<file path="src/design/swgc_pkg.sv">
// Shared types, constants and the per-base contribution table for the
// sliding-window GC content unit. No dependencies.
package swgc_pkg;

    localparam int MAX_HALF_WINDOW = 63;
    localparam int HALF_W          = 6;
    localparam int LINE_ADDR_W     = $clog2(2 * MAX_HALF_WINDOW + 1);
    localparam int SEEN_W          = 7;
    localparam int QUEUE_DEPTH     = 4;
    localparam int QUEUE_PTR_W     = $clog2(QUEUE_DEPTH);
    localparam int QUEUE_CNT_W     = $clog2(QUEUE_DEPTH + 1);

    localparam logic [HALF_W-1:0] HALF_WINDOW_RESET = 6'd24;
    localparam logic              REG_HALF_WINDOW   = 1'b0;

    // Shares of one base, in sixths.
    typedef struct packed {
        logic [2:0] gc;
        logic [2:0] ade;
        logic [2:0] thy;
    } t_contrib;

    // One classified base as it leaves the front queue.
    typedef struct packed {
        t_contrib   share;
        logic [1:0] phase;
        logic       eos;
    } t_entry;

    // One entry of the base history memory.
    typedef struct packed {
        t_contrib   share;
        logic [1:0] phase;
    } t_line;

    // Queue head offered to the back end.
    typedef struct packed {
        logic   valid;
        t_entry entry;
    } t_queue_head;

    // Sixths of a base for each nucleotide mask: bit0 A, bit1 C, bit2 G, bit3 T.
    function automatic t_contrib base_contrib(input logic [3:0] code);
        t_contrib c;
        c = '{gc: 3'd0, ade: 3'd0, thy: 3'd0};
        case (code)
            4'h1: c = '{gc: 3'd0, ade: 3'd6, thy: 3'd0};
            4'h2: c = '{gc: 3'd6, ade: 3'd0, thy: 3'd0};
            4'h3: c = '{gc: 3'd3, ade: 3'd6, thy: 3'd0};
            4'h4: c = '{gc: 3'd6, ade: 3'd0, thy: 3'd0};
            4'h5: c = '{gc: 3'd3, ade: 3'd6, thy: 3'd0};
            4'h6: c = '{gc: 3'd6, ade: 3'd0, thy: 3'd0};
            4'h7: c = '{gc: 3'd4, ade: 3'd6, thy: 3'd0};
            4'h8: c = '{gc: 3'd0, ade: 3'd0, thy: 3'd6};
            4'h9: c = '{gc: 3'd0, ade: 3'd3, thy: 3'd3};
            4'hA: c = '{gc: 3'd3, ade: 3'd0, thy: 3'd6};
            4'hB: c = '{gc: 3'd2, ade: 3'd3, thy: 3'd3};
            4'hC: c = '{gc: 3'd3, ade: 3'd0, thy: 3'd6};
            4'hD: c = '{gc: 3'd2, ade: 3'd3, thy: 3'd3};
            4'hE: c = '{gc: 3'd4, ade: 3'd0, thy: 3'd6};
            4'hF: c = '{gc: 3'd3, ade: 3'd3, thy: 3'd3};
            default: c = '{gc: 3'd0, ade: 3'd0, thy: 3'd0};
        endcase
        return c;
    endfunction

endpackage

</file>
<file path="src/design/swgc_if.sv">
// Input and result channel interfaces of the sliding-window GC content unit.
// Depends on nothing; payload widths follow the channel field definitions.
interface swgc_in_if;
    logic       valid;
    logic       ready;
    logic [3:0] base_code;
    logic       end_of_sequence;

    modport source (output valid, output base_code, output end_of_sequence, input ready);
    modport sink   (input valid, input base_code, input end_of_sequence, output ready);
endinterface

interface swgc_out_if;
    logic       valid;
    logic       ready;
    logic [7:0] gc_frame_zero;
    logic [7:0] gc_frame_one;
    logic [7:0] gc_frame_two;
    logic [9:0] adenine_sum;
    logic [9:0] thymine_sum;
    logic [6:0] window_width;
    logic       last_of_run;
    logic       last_of_sequence;

    modport source (output valid, output gc_frame_zero, output gc_frame_one,
                    output gc_frame_two, output adenine_sum, output thymine_sum,
                    output window_width, output last_of_run, output last_of_sequence,
                    input ready);
    modport sink   (input valid, input gc_frame_zero, input gc_frame_one,
                    input gc_frame_two, input adenine_sum, input thymine_sum,
                    input window_width, input last_of_run, input last_of_sequence,
                    output ready);
endinterface

</file>
<file path="src/design/swgc_front.sv">
// Front end: accepts bases, classifies each into its sixths shares and frame
// phase, and queues them for the back end. Depends on swgc_pkg and swgc_in_if.
module swgc_front
    import swgc_pkg::*;
(
    input  logic          i_clk,
    input  logic          i_rst_n,
    swgc_in_if.sink       i_in,
    output t_queue_head   o_head,
    input  logic          i_pop
);

    t_entry                 r_queue [QUEUE_DEPTH];
    logic [QUEUE_PTR_W-1:0] r_wp;
    logic [QUEUE_PTR_W-1:0] r_rp;
    logic [QUEUE_CNT_W-1:0] r_cnt;
    logic [1:0]             r_phase;
    logic                   push;
    logic                   pop;
    t_entry                 new_entry;

    assign i_in.ready = (r_cnt != QUEUE_CNT_W'(QUEUE_DEPTH));
    assign push       = i_in.valid && i_in.ready;
    assign pop        = i_pop && (r_cnt != '0);

    assign new_entry.share = base_contrib(i_in.base_code);
    assign new_entry.phase = r_phase;
    assign new_entry.eos   = i_in.end_of_sequence;

    assign o_head.valid = (r_cnt != '0);
    assign o_head.entry = r_queue[r_rp];

    always_ff @(posedge i_clk) begin
        if (!i_rst_n) begin
            r_wp    <= '0;
            r_rp    <= '0;
            r_cnt   <= '0;
            r_phase <= 2'd0;
        end else begin
            if (push) begin
                r_queue[r_wp] <= new_entry;
                r_wp          <= r_wp + 1'b1;
                // The frame phase restarts with every new sequence.
                if (i_in.end_of_sequence || r_phase == 2'd2) begin
                    r_phase <= 2'd0;
                end else begin
                    r_phase <= r_phase + 2'd1;
                end
            end
            if (pop) begin
                r_rp <= r_rp + 1'b1;
            end
            if (push && !pop) begin
                r_cnt <= r_cnt + 1'b1;
            end else if (pop && !push) begin
                r_cnt <= r_cnt - 1'b1;
            end
        end
    end

endmodule

</file>
<file path="src/design/swgc_back.sv">
// Back end: keeps the base history memory and window sums, emits one result per
// position, runs the end-of-sequence flush. Depends on swgc_pkg, swgc_out_if.
module swgc_back
    import swgc_pkg::*;
(
    input  logic              i_clk,
    input  logic              i_rst_n,
    input  logic [HALF_W-1:0] i_half,
    input  t_queue_head       i_head,
    output logic              o_pop,
    swgc_out_if.source        o_out
);

    typedef enum logic {S_RUN, S_FLUSH} t_state;

    localparam int LINE_DEPTH = 2 ** LINE_ADDR_W;

    t_line                  r_mem [LINE_DEPTH];
    t_line                  r_rd_data;
    logic [LINE_ADDR_W-1:0] r_rd_addr;
    logic [LINE_ADDR_W-1:0] rd_addr;
    logic [LINE_ADDR_W-1:0] r_wa;

    t_state                 r_state;
    logic                   r_cur_valid;
    t_entry                 r_cur;
    logic [SEEN_W-1:0]      r_seen;
    logic [HALF_W-1:0]      r_m;
    logic [HALF_W-1:0]      r_count;

    logic [7:0]             r_gc [3];
    logic [9:0]             r_ade;
    logic [9:0]             r_thy;
    logic [6:0]             r_width;
    logic [7:0]             n_gc [3];
    logic [9:0]             n_ade;
    logic [9:0]             n_thy;
    logic [6:0]             n_width;

    logic                   r_ovalid;
    logic [7:0]             r_o_gc [3];
    logic [9:0]             r_o_ade;
    logic [9:0]             r_o_thy;
    logic [6:0]             r_o_width;
    logic                   r_o_last_run;
    logic                   r_o_last_seq;

    logic [LINE_ADDR_W-1:0] span;
    logic                   emit_run;
    logic                   rem_run;
    logic                   out_free;
    logic                   run_go;
    logic                   flush_go;
    logic                   flush_rem;
    logic                   flush_last;
    logic                   pop;
    logic                   add_en;
    logic                   rem_en;
    logic                   out_load;

    assign span       = {i_half, 1'b0};
    assign emit_run   = (r_seen >= SEEN_W'(i_half));
    assign rem_run    = (r_seen >= SEEN_W'(span));
    assign out_free   = !r_ovalid || o_out.ready;
    assign run_go     = (r_state == S_RUN) && r_cur_valid && (!emit_run || out_free);
    assign flush_go   = (r_state == S_FLUSH) && out_free;
    assign flush_rem  = emit_run &&
                        (({1'b0, r_seen} + {{(SEEN_W + 1 - HALF_W){1'b0}}, r_m})
                         >= {1'b0, SEEN_W'(span)});
    assign flush_last = (r_m == r_count);
    assign pop        = i_head.valid && (r_state == S_RUN) &&
                        (!r_cur_valid || (run_go && !r_cur.eos));
    assign o_pop      = pop;
    assign out_load   = (run_go && emit_run) || flush_go;

    // A new base reads the base leaving its window; the flush walks forward
    // from there one entry per result.
    always_comb begin
        rd_addr = r_rd_addr;
        if (pop) begin
            rd_addr = r_wa - span;
        end else if ((run_go && r_cur.eos) || flush_go) begin
            rd_addr = r_rd_addr + 1'b1;
        end
    end

    always_comb begin
        add_en = (r_state == S_RUN);
        rem_en = (r_state == S_RUN) ? rem_run : flush_rem;
        for (int f = 0; f < 3; f++) begin
            n_gc[f] = r_gc[f];
            if (add_en && r_cur.phase == 2'(f)) begin
                n_gc[f] = n_gc[f] + {5'd0, r_cur.share.gc};
            end
            if (rem_en && r_rd_data.phase == 2'(f)) begin
                n_gc[f] = n_gc[f] - {5'd0, r_rd_data.share.gc};
            end
        end
        n_ade   = r_ade + (add_en ? {7'd0, r_cur.share.ade} : 10'd0)
                        - (rem_en ? {7'd0, r_rd_data.share.ade} : 10'd0);
        n_thy   = r_thy + (add_en ? {7'd0, r_cur.share.thy} : 10'd0)
                        - (rem_en ? {7'd0, r_rd_data.share.thy} : 10'd0);
        n_width = r_width + (add_en ? 7'd1 : 7'd0) - (rem_en ? 7'd1 : 7'd0);
    end

    always_ff @(posedge i_clk) begin
        if (pop) begin
            r_mem[r_wa] <= '{share: i_head.entry.share, phase: i_head.entry.phase};
        end
        r_rd_data <= r_mem[rd_addr];
    end

    always_ff @(posedge i_clk) begin
        if (!i_rst_n) begin
            r_state     <= S_RUN;
            r_cur_valid <= 1'b0;
            r_wa        <= '0;
            r_rd_addr   <= '0;
            r_seen      <= '0;
            r_ovalid    <= 1'b0;
            r_ade       <= '0;
            r_thy       <= '0;
            r_width     <= '0;
            for (int f = 0; f < 3; f++) begin
                r_gc[f] <= '0;
            end
        end else begin
            r_rd_addr <= rd_addr;
            if (out_load) begin
                r_ovalid <= 1'b1;
            end else if (o_out.ready) begin
                r_ovalid <= 1'b0;
            end
            if (pop) begin
                r_cur <= i_head.entry;
                r_wa  <= r_wa + 1'b1;
            end
            case (r_state)
                S_RUN: begin
                    if (pop) begin
                        r_cur_valid <= 1'b1;
                    end else if (run_go && !r_cur.eos) begin
                        r_cur_valid <= 1'b0;
                    end
                    if (run_go) begin
                        r_gc    <= n_gc;
                        r_ade   <= n_ade;
                        r_thy   <= n_thy;
                        r_width <= n_width;
                        if (emit_run) begin
                            r_o_gc       <= n_gc;
                            r_o_ade      <= n_ade;
                            r_o_thy      <= n_thy;
                            r_o_width    <= n_width;
                            r_o_last_run <= !r_cur.eos;
                            r_o_last_seq <= 1'b0;
                        end
                        if (r_cur.eos) begin
                            r_state <= S_FLUSH;
                            r_m     <= HALF_W'(1);
                            r_count <= emit_run ? i_half : r_seen[HALF_W-1:0] + 1'b1;
                        end else if (r_seen != '1) begin
                            r_seen <= r_seen + 1'b1;
                        end
                    end
                end
                S_FLUSH: begin
                    if (flush_go) begin
                        r_o_gc       <= n_gc;
                        r_o_ade      <= n_ade;
                        r_o_thy      <= n_thy;
                        r_o_width    <= n_width;
                        r_o_last_run <= flush_last;
                        r_o_last_seq <= flush_last;
                        r_m          <= r_m + 1'b1;
                        if (flush_last) begin
                            // The sequence is done: start the next one from empty.
                            r_state     <= S_RUN;
                            r_cur_valid <= 1'b0;
                            r_seen      <= '0;
                            r_ade       <= '0;
                            r_thy       <= '0;
                            r_width     <= '0;
                            for (int f = 0; f < 3; f++) begin
                                r_gc[f] <= '0;
                            end
                        end else begin
                            r_gc    <= n_gc;
                            r_ade   <= n_ade;
                            r_thy   <= n_thy;
                            r_width <= n_width;
                        end
                    end
                end
                default: begin
                    r_state <= S_RUN;
                end
            endcase
        end
    end

    assign o_out.valid            = r_ovalid;
    assign o_out.gc_frame_zero    = r_o_gc[0];
    assign o_out.gc_frame_one     = r_o_gc[1];
    assign o_out.gc_frame_two     = r_o_gc[2];
    assign o_out.adenine_sum      = r_o_ade;
    assign o_out.thymine_sum      = r_o_thy;
    assign o_out.window_width     = r_o_width;
    assign o_out.last_of_run      = r_o_last_run;
    assign o_out.last_of_sequence = r_o_last_seq;

endmodule

</file>
<file path="src/design/sliding_window_gc_content_unit.sv">
// Top level of the sliding-window GC content unit: configuration register,
// front end and back end. Depends on swgc_pkg, swgc_if, swgc_front, swgc_back.
//
// Usage. Bases enter on i_in (valid/ready) as a 4-bit nucleotide mask with an
// end-of-sequence flag; window results leave on o_out (valid/ready). For each
// position i the result covers bases i-h+1 .. i+h clipped to the sequence,
// and it is produced once base i+h has been taken. The last base of a
// sequence also flushes the h pending positions (fewer for a short sequence);
// the last result of every input item carries last_of_run, and the result of
// the final position carries last_of_sequence.
// Flow. A base passes the queue and the current-base register; its result is
// registered. Ordinary bases sustain one item per cycle while results are
// taken; a final base is followed by its flush, one history read and sum
// update per result, and the back end refills before the next base.
// A four-entry queue sits between the classifying front end and the back end,
// and the result register lets the next base enter while a result waits, so
// a stalled receiver first fills the queue and then drops i_in.ready; nothing
// is lost or repeated. Reset clears the sums, counters, queue and output
// valid and sets the half window to 24. The base history memory is not
// cleared: an entry is only read after the current sequence has written it.
// The user writes the half window register at byte address 0 over APB only
// while the block is idle; the block does not enforce this. 0 acts as 1.
module sliding_window_gc_content_unit
    import swgc_pkg::*;
(
    input  logic         i_clk,
    input  logic         i_rst_n,
    swgc_in_if.sink      i_in,
    swgc_out_if.source   o_out,
    input  logic         psel,
    input  logic         penable,
    input  logic         pwrite,
    input  logic [2:0]   paddr,
    input  logic [31:0]  pwdata,
    output logic [31:0]  prdata,
    output logic         pready
);

    logic [HALF_W-1:0] r_half_window;
    logic [HALF_W-1:0] half_eff;
    logic              cfg_write;
    t_queue_head       head;
    logic              pop;

    assign pready    = 1'b1;
    assign cfg_write = psel && penable && pwrite && pready;

    // Only word address zero holds a register; other writes are ignored.
    always_ff @(posedge i_clk) begin
        if (!i_rst_n) begin
            r_half_window <= HALF_WINDOW_RESET;
        end else if (cfg_write && paddr[2] == REG_HALF_WINDOW) begin
            r_half_window <= pwdata[HALF_W-1:0];
        end
    end

    assign prdata = (paddr[2] == REG_HALF_WINDOW) ? {{(32 - HALF_W){1'b0}}, r_half_window}
                                                  : 32'd0;

    // A half window of zero behaves as one; six bits never exceed the maximum.
    assign half_eff = (r_half_window == '0) ? HALF_W'(1) : r_half_window;

    swgc_front u_front (
        .i_clk   (i_clk),
        .i_rst_n (i_rst_n),
        .i_in    (i_in),
        .o_head  (head),
        .i_pop   (pop)
    );

    swgc_back u_back (
        .i_clk   (i_clk),
        .i_rst_n (i_rst_n),
        .i_half  (half_eff),
        .i_head  (head),
        .o_pop   (pop),
        .o_out   (o_out)
    );

endmodule

</file>
<file path="src/flat_wrapper.sv">
// flat-port wrapper written by rule: the top's interface ports become plain ports
module sliding_window_gc_content_unit_flat import swgc_pkg::*;
  (i_clk, i_rst_n, psel, penable, pwrite, paddr, pwdata, prdata, pready, i_in_valid, i_in_base_code, i_in_end_of_sequence, i_in_ready, o_out_valid, o_out_gc_frame_zero, o_out_gc_frame_one, o_out_gc_frame_two, o_out_adenine_sum, o_out_thymine_sum, o_out_window_width, o_out_last_of_run, o_out_last_of_sequence, o_out_ready);
  swgc_in_if i_in_i ();
  swgc_out_if o_out_i ();
  input  logic i_clk;
  input  logic i_rst_n;
  input  logic psel;
  input  logic penable;
  input  logic pwrite;
  input  logic [2:0] paddr;
  input  logic [31:0] pwdata;
  output logic [31:0] prdata;
  output logic pready;
  input wire logic [$bits(i_in_i.valid)-1:0] i_in_valid;
  input wire logic [$bits(i_in_i.base_code)-1:0] i_in_base_code;
  input wire logic [$bits(i_in_i.end_of_sequence)-1:0] i_in_end_of_sequence;
  output wire logic [$bits(i_in_i.ready)-1:0] i_in_ready;
  output wire logic [$bits(o_out_i.valid)-1:0] o_out_valid;
  output wire logic [$bits(o_out_i.gc_frame_zero)-1:0] o_out_gc_frame_zero;
  output wire logic [$bits(o_out_i.gc_frame_one)-1:0] o_out_gc_frame_one;
  output wire logic [$bits(o_out_i.gc_frame_two)-1:0] o_out_gc_frame_two;
  output wire logic [$bits(o_out_i.adenine_sum)-1:0] o_out_adenine_sum;
  output wire logic [$bits(o_out_i.thymine_sum)-1:0] o_out_thymine_sum;
  output wire logic [$bits(o_out_i.window_width)-1:0] o_out_window_width;
  output wire logic [$bits(o_out_i.last_of_run)-1:0] o_out_last_of_run;
  output wire logic [$bits(o_out_i.last_of_sequence)-1:0] o_out_last_of_sequence;
  input wire logic [$bits(o_out_i.ready)-1:0] o_out_ready;
  assign i_in_i.valid = i_in_valid;
  assign i_in_i.base_code = i_in_base_code;
  assign i_in_i.end_of_sequence = i_in_end_of_sequence;
  assign i_in_ready = i_in_i.ready;
  assign o_out_valid = o_out_i.valid;
  assign o_out_gc_frame_zero = o_out_i.gc_frame_zero;
  assign o_out_gc_frame_one = o_out_i.gc_frame_one;
  assign o_out_gc_frame_two = o_out_i.gc_frame_two;
  assign o_out_adenine_sum = o_out_i.adenine_sum;
  assign o_out_thymine_sum = o_out_i.thymine_sum;
  assign o_out_window_width = o_out_i.window_width;
  assign o_out_last_of_run = o_out_i.last_of_run;
  assign o_out_last_of_sequence = o_out_i.last_of_sequence;
  assign o_out_i.ready = o_out_ready;
  sliding_window_gc_content_unit u_core (.i_clk(i_clk), .i_rst_n(i_rst_n), .i_in(i_in_i), .o_out(o_out_i), .psel(psel), .penable(penable), .pwrite(pwrite), .paddr(paddr), .pwdata(pwdata), .prdata(prdata), .pready(pready));
endmodule
</file>
<file path="config.mk">
export PLATFORM = sky130hd
export DESIGN_NAME = sliding_window_gc_content_unit_flat
export DESIGN_NICKNAME = d
export VERILOG_FILES = /design/src/design/swgc_pkg.sv /design/src/design/swgc_if.sv /design/src/design/swgc_front.sv /design/src/design/swgc_back.sv /design/src/design/sliding_window_gc_content_unit.sv /design/src/flat_wrapper.sv
export SDC_FILE = /design/constraint.sdc
export NUM_CORES = 2
export LEC_CHECK = 0
export BUFFER_PORTS_ARGS = -buffer_cell sky130_fd_sc_hd__buf_4
export CORE_MARGIN = 2
export CORE_UTILIZATION = 48
export CTS_CLUSTER_SIZE = 12
export DETAILED_ROUTE_END_ITERATION = 10
export HOLD_SLACK_MARGIN = 0.02
export SLEW_MARGIN = 25
export SYNTH_ARGS = -nofsm -noshare
export SYNTH_HDL_FRONTEND = slang
export SYNTH_HIERARCHICAL = 1
export SYNTH_SLANG_ARGS = --single-unit
</file>
<file path="constraint.sdc">
create_clock -name i_clk -period 10.85 [get_ports i_clk]
set_clock_uncertainty 0.2 [all_clocks]
set_input_delay 1.085 -clock i_clk [delete_from_list [all_inputs] [get_ports i_clk]]
set_output_delay 1.085 -clock i_clk [all_outputs]
set_load 0.02 [all_outputs]
</file>
==> impl.org <==
** CTS
- TritonCTS clock tree :: done
- CTS placed an instance of clkbuf_16 at the clock tree root.
- Sinks on the clock net :: 1632
- Clock latency on the worst-skew pair, taken at its later pin, is 790 ps.
- Clock tree buffer depth :: 3
- Cells resized by post-CTS repair :: 0
- Clock buffer count from CTS :: around 170
- CTS hold repair buffers :: 0
- The H-tree was split into 4 levels.
- Clock-pin slew was measured on the worst setup and hold paths at ~60 ps.
- After clock tree synthesis, the setup repair step added 0 buffers.

** Pwr
- Across the VDD grid, the largest voltage drop is 0.311 mV.
- For this design the ratio of total power to cell area is around 290 nW/um2.
- For this design the static power due to leakage is between 20 and 30 nW.

** Logic synthesis
- For this run, the number of Yosys warnings is 6.
- Flip-flop and latch count after synthesis :: 1632
- Share of flip-flops with an asynchronous set or reset after synthesis :: 0%
- Number of enable flip-flop cells after synthesis :: roughly 1500
- Post-synth design cell area :: ~68000 um2
- For this run, the register share of the synthesized area comes to approximately 71%.
- In this run the mean area of a mapped cell was 14.0 um2.
- Netlist cell types :: 84
- Synthesized instance count :: 4819
- For this run, the leading register cell type out of synthesis is edfxtp_1.

** Min path
- Hold Path Stages :: 2
- In this run the worst hold path is classified as reg -> reg.
- For hold timing, the worst endpoint is u_core/u_back/r_ade[1]$_SDFFE_PN0P_.
- Worst hold path startpoint :: u_core/u_back/r_ade[1]$_SDFFE_PN0P_

** Timing
- Of the available clock period, the critical path in the final layout requires 64.5%.
- Transition time of the tightest slew-check pin :: 1090 ps
- Setup total negative slack :: 0 ps
- Max-slew headroom at the worst pin :: a little over a quarter
- Setup violations, final :: 0
- The max-slew violation total from the final report was 0.
- The worst path needs 6990 ps of the cycle, external delays included.
- Setup repair after global routing left no endpoint under its margin.
- Final critical-path setup slack :: 3860 ps
- For this run, the top clock speed supported by timing is 143 MHz.
- On the final layout, the worst hold slack is 257 ps.
- Final-report hold violation count :: 0

** Finish
- Area added between synthesis and finish :: 11.5%
- Leaving out fill and tap cells, the most frequent cell in the layout is edfxtp_1.
- After filler insertion, the fill cell instance count of the layout stands at 11300.
- Of the cells placed in the final design, the portion with a size suffix greater than 1 is 12.7%.
- Filler-free cell count of the finished design :: 6865
- Most frequent cells in the layout :: 1529 x edfxtp_1, 913 x nand2_1, 546 x nand3_1
- At the end of the flow, the number of nets in the layout was 5024.
- 0 antenna diodes ended up in the layout.

** Worst setup path
- Along the worst path, the maximum fanout reaches 130.
- By startpoint and endpoint, the worst setup path is classified as reg -> reg.
- The worst setup path is captured at a flip-flop.
- Startpoint of the most critical register-to-register path :: u_core/r_half_window[4]$_SDFFE_PN1P_
- Measured in cells, the most critical reg-to-reg path has a length of 14.
- Register-to-register setup slack :: around 3900 ps
- STA puts the critical path data required time at ~11000 ps.
- Startpoint class of the critical path :: flip-flop
- In this run the critical register-to-register path is captured at u_core/u_back/r_rd_data[1]$_DFF_P_.
- Arrival time of the worst setup path :: 7460 ps

** Die
- Horizontal die dimension :: ~380 um
- Initial cell density of the core :: about half
- In this run the standard cell core region covers 140000 um2.
- between 100 and 150 I/O pins were placed.
- Measured along the y axis, the die boundary spans 379 um.
- The die covers between 100000 and 150000 um2.
- Std cell rows :: 137

** Placed design
- Routability-driven placement finished with a final weighted congestion of slightly above 0.8.
- Pre-CTS setup slack :: roughly 3800 ps
- Counting tap cells, the placed design contains a total of 6576 instances.
- The HPWL after detailed placement is 96100 um.
- Port buffering added 79 buffers.

** Global route
- The first global-routing pass estimated ~250000 um of wire.
- Number of global-route vias before repair :: 38400
- Total global routing track utilization :: 23.2%
- Global routing finished with a remaining overflow of 0.
- Entering global routing, the biggest net connects 203 pins.
- The initial antenna violation count is 3.

** Flow run
- Max-cap violations in this run came to 0.

** Route
- DR iter-0 viols :: 3888
- The detailed router placed 39700 vias in this run.
- Routed len/inst :: 24.3 um
- For this run, the detailed router's first-pass iteration total came to 7.
- Once detail routing completed, the nets flagged for antenna violations numbered 0.
- After detailed routing, the number of remaining DRC violations is 0.
- After detailed routing, the number of vias per cell comes to between 5 and 6.
- Overall routed net length :: 167000 um

** Outcome
- Result of the run :: complete, no violations
## synthesized netlist by cell type, drive strengths merged (11+ instances only)
cell type	count	share of area, %
nand3b	12	0.13
a31oi	17	0.16
o21a	14	0.16
o211ai	24	0.27
ha	90	1.7
a32o	22	0.33
nor3	20	0.15
clkbuf	161	0.89
fa	16	0.47
edfxtp	1529	68
o311a	11	0.16
dfxtp	103	3.0
mux4	127	4.2
a22o	14	0.18
or4	14	0.16
nand4	75	0.69
nand2	913	5.1
inv	101	0.56
nand3	549	4.1
a21oi	109	0.82
mux2	13	0.22
mux2i	96	1.4
o31ai	12	0.13
o21bai	15	0.17
or3	12	0.11
a32oi	18	0.23
o21ai	58	0.43
nor2b	26	0.24
nor2	221	1.2
buf	137	1.2
xor2	34	0.44
a21o	23	0.26
and3	16	0.15
xnor2	63	0.82
a22oi	37	0.41
o311ai	11	0.14
and2	13	0.12
## metal layers
metal	wire length, um	vias to the layer above	GRT usage (%)
li1	-	18000	-
met1	71200	20000	33.5
met2	78900	1452	36.5
met3	12200	237	3.51
met4	4240	0	7.13
met5	0	-	0
## kinds of logic after synthesis
kind of cell | synth area share [%]
adder cells (fa/ha/maj) | 2.14
AO/OA/AOI/OAI | 4.60
buffers and inverters | 2.71
XOR/XNOR | 1.26
other | 0.0111
flip-flops | 70.9
multiplexers | 5.89
AND/OR/NAND/NOR | 12.5
## report_power, final
group,switching (mW),internal [mW]
logic,5.77,2.50
clock network,2.36,3.04
registers,0.145,7.71
## through the flow
stage / utilization, % / area, um2 / power (mW)
floorplan: - / 67700 / 13.3
global placement: 50.1 / 70100 / 16.1
detailed placement: 50.2 / 70200 / 16.2
CTS: 53.8 / 75200 / 21.6
global route: 54.0 / 75400 / 22.5
finish: 54.0 / 75400 / 21.5
## sequential cells by signal, summed over array words and instances (netlist names), 10 cells and up, named ones only
name and cells:
u_core/u_front/r_queue 44, u_core/u_back/r_mem 1408, u_core/u_back/r_thy 10, u_core/u_back/r_gc 24, u_core/u_back/o_out.thymine_sum 10, u_core/u_back/r_rd_data 11
u_core/u_back/r_cur 12, u_core/u_back/o_out.adenine_sum 10, u_core/u_back/r_ade 10
## worst max path at each step
stage | start | end
4_1_cts | u_core/r_half_window[4]$_SDFFE_PN1P_ | u_core/u_back/r_thy[9]$_SDFFE_PN0P_
3_3_place_gp | u_core/r_half_window[4]$_SDFFE_PN1P_ | u_core/u_back/r_thy[9]$_SDFFE_PN0P_
2_1_floorplan | u_core/r_half_window[3]$_SDFFE_PN1P_ | u_core/u_back/o_out.adenine_sum[0]$_DFFE_PP_
6_report | u_core/r_half_window[4]$_SDFFE_PN1P_ | u_core/u_back/r_rd_data[1]$_DFF_P_
3_5_place_dp | u_core/r_half_window[4]$_SDFFE_PN1P_ | u_core/u_back/r_thy[9]$_SDFFE_PN0P_
5_1_grt | u_core/r_half_window[4]$_SDFFE_PN1P_ | u_core/u_back/r_thy[9]$_SDFFE_PN0P_
## critical path, cell delays in order, from the launching register on
cell      delay, ps
dfxtp_1         360
or4_1           510
o21bai_1        500
ha_1            330
nand2b_1        170
a211oi_2        500
o211ai_1        140
a211oi_1        560
a21o_4          590
buf_12          500
buf_4           770
mux2i_1         300
o21ai_0         210
or4_1           690
o31a_1          210
## cell type report
class                   count  area (um2)  share of cell area, %
flip-flops and latches   1632       48000                   63.6
multi-input cells        2811       18400                   24.4
clock buffers             239        4640                   6.15
well taps                1876        2350                   3.11
repair buffers            156        1290                   1.71
clock inverters            49         434                  0.576
inverters                 102         383                  0.508
No activity file was read; power rests on OpenSTA's default activity.
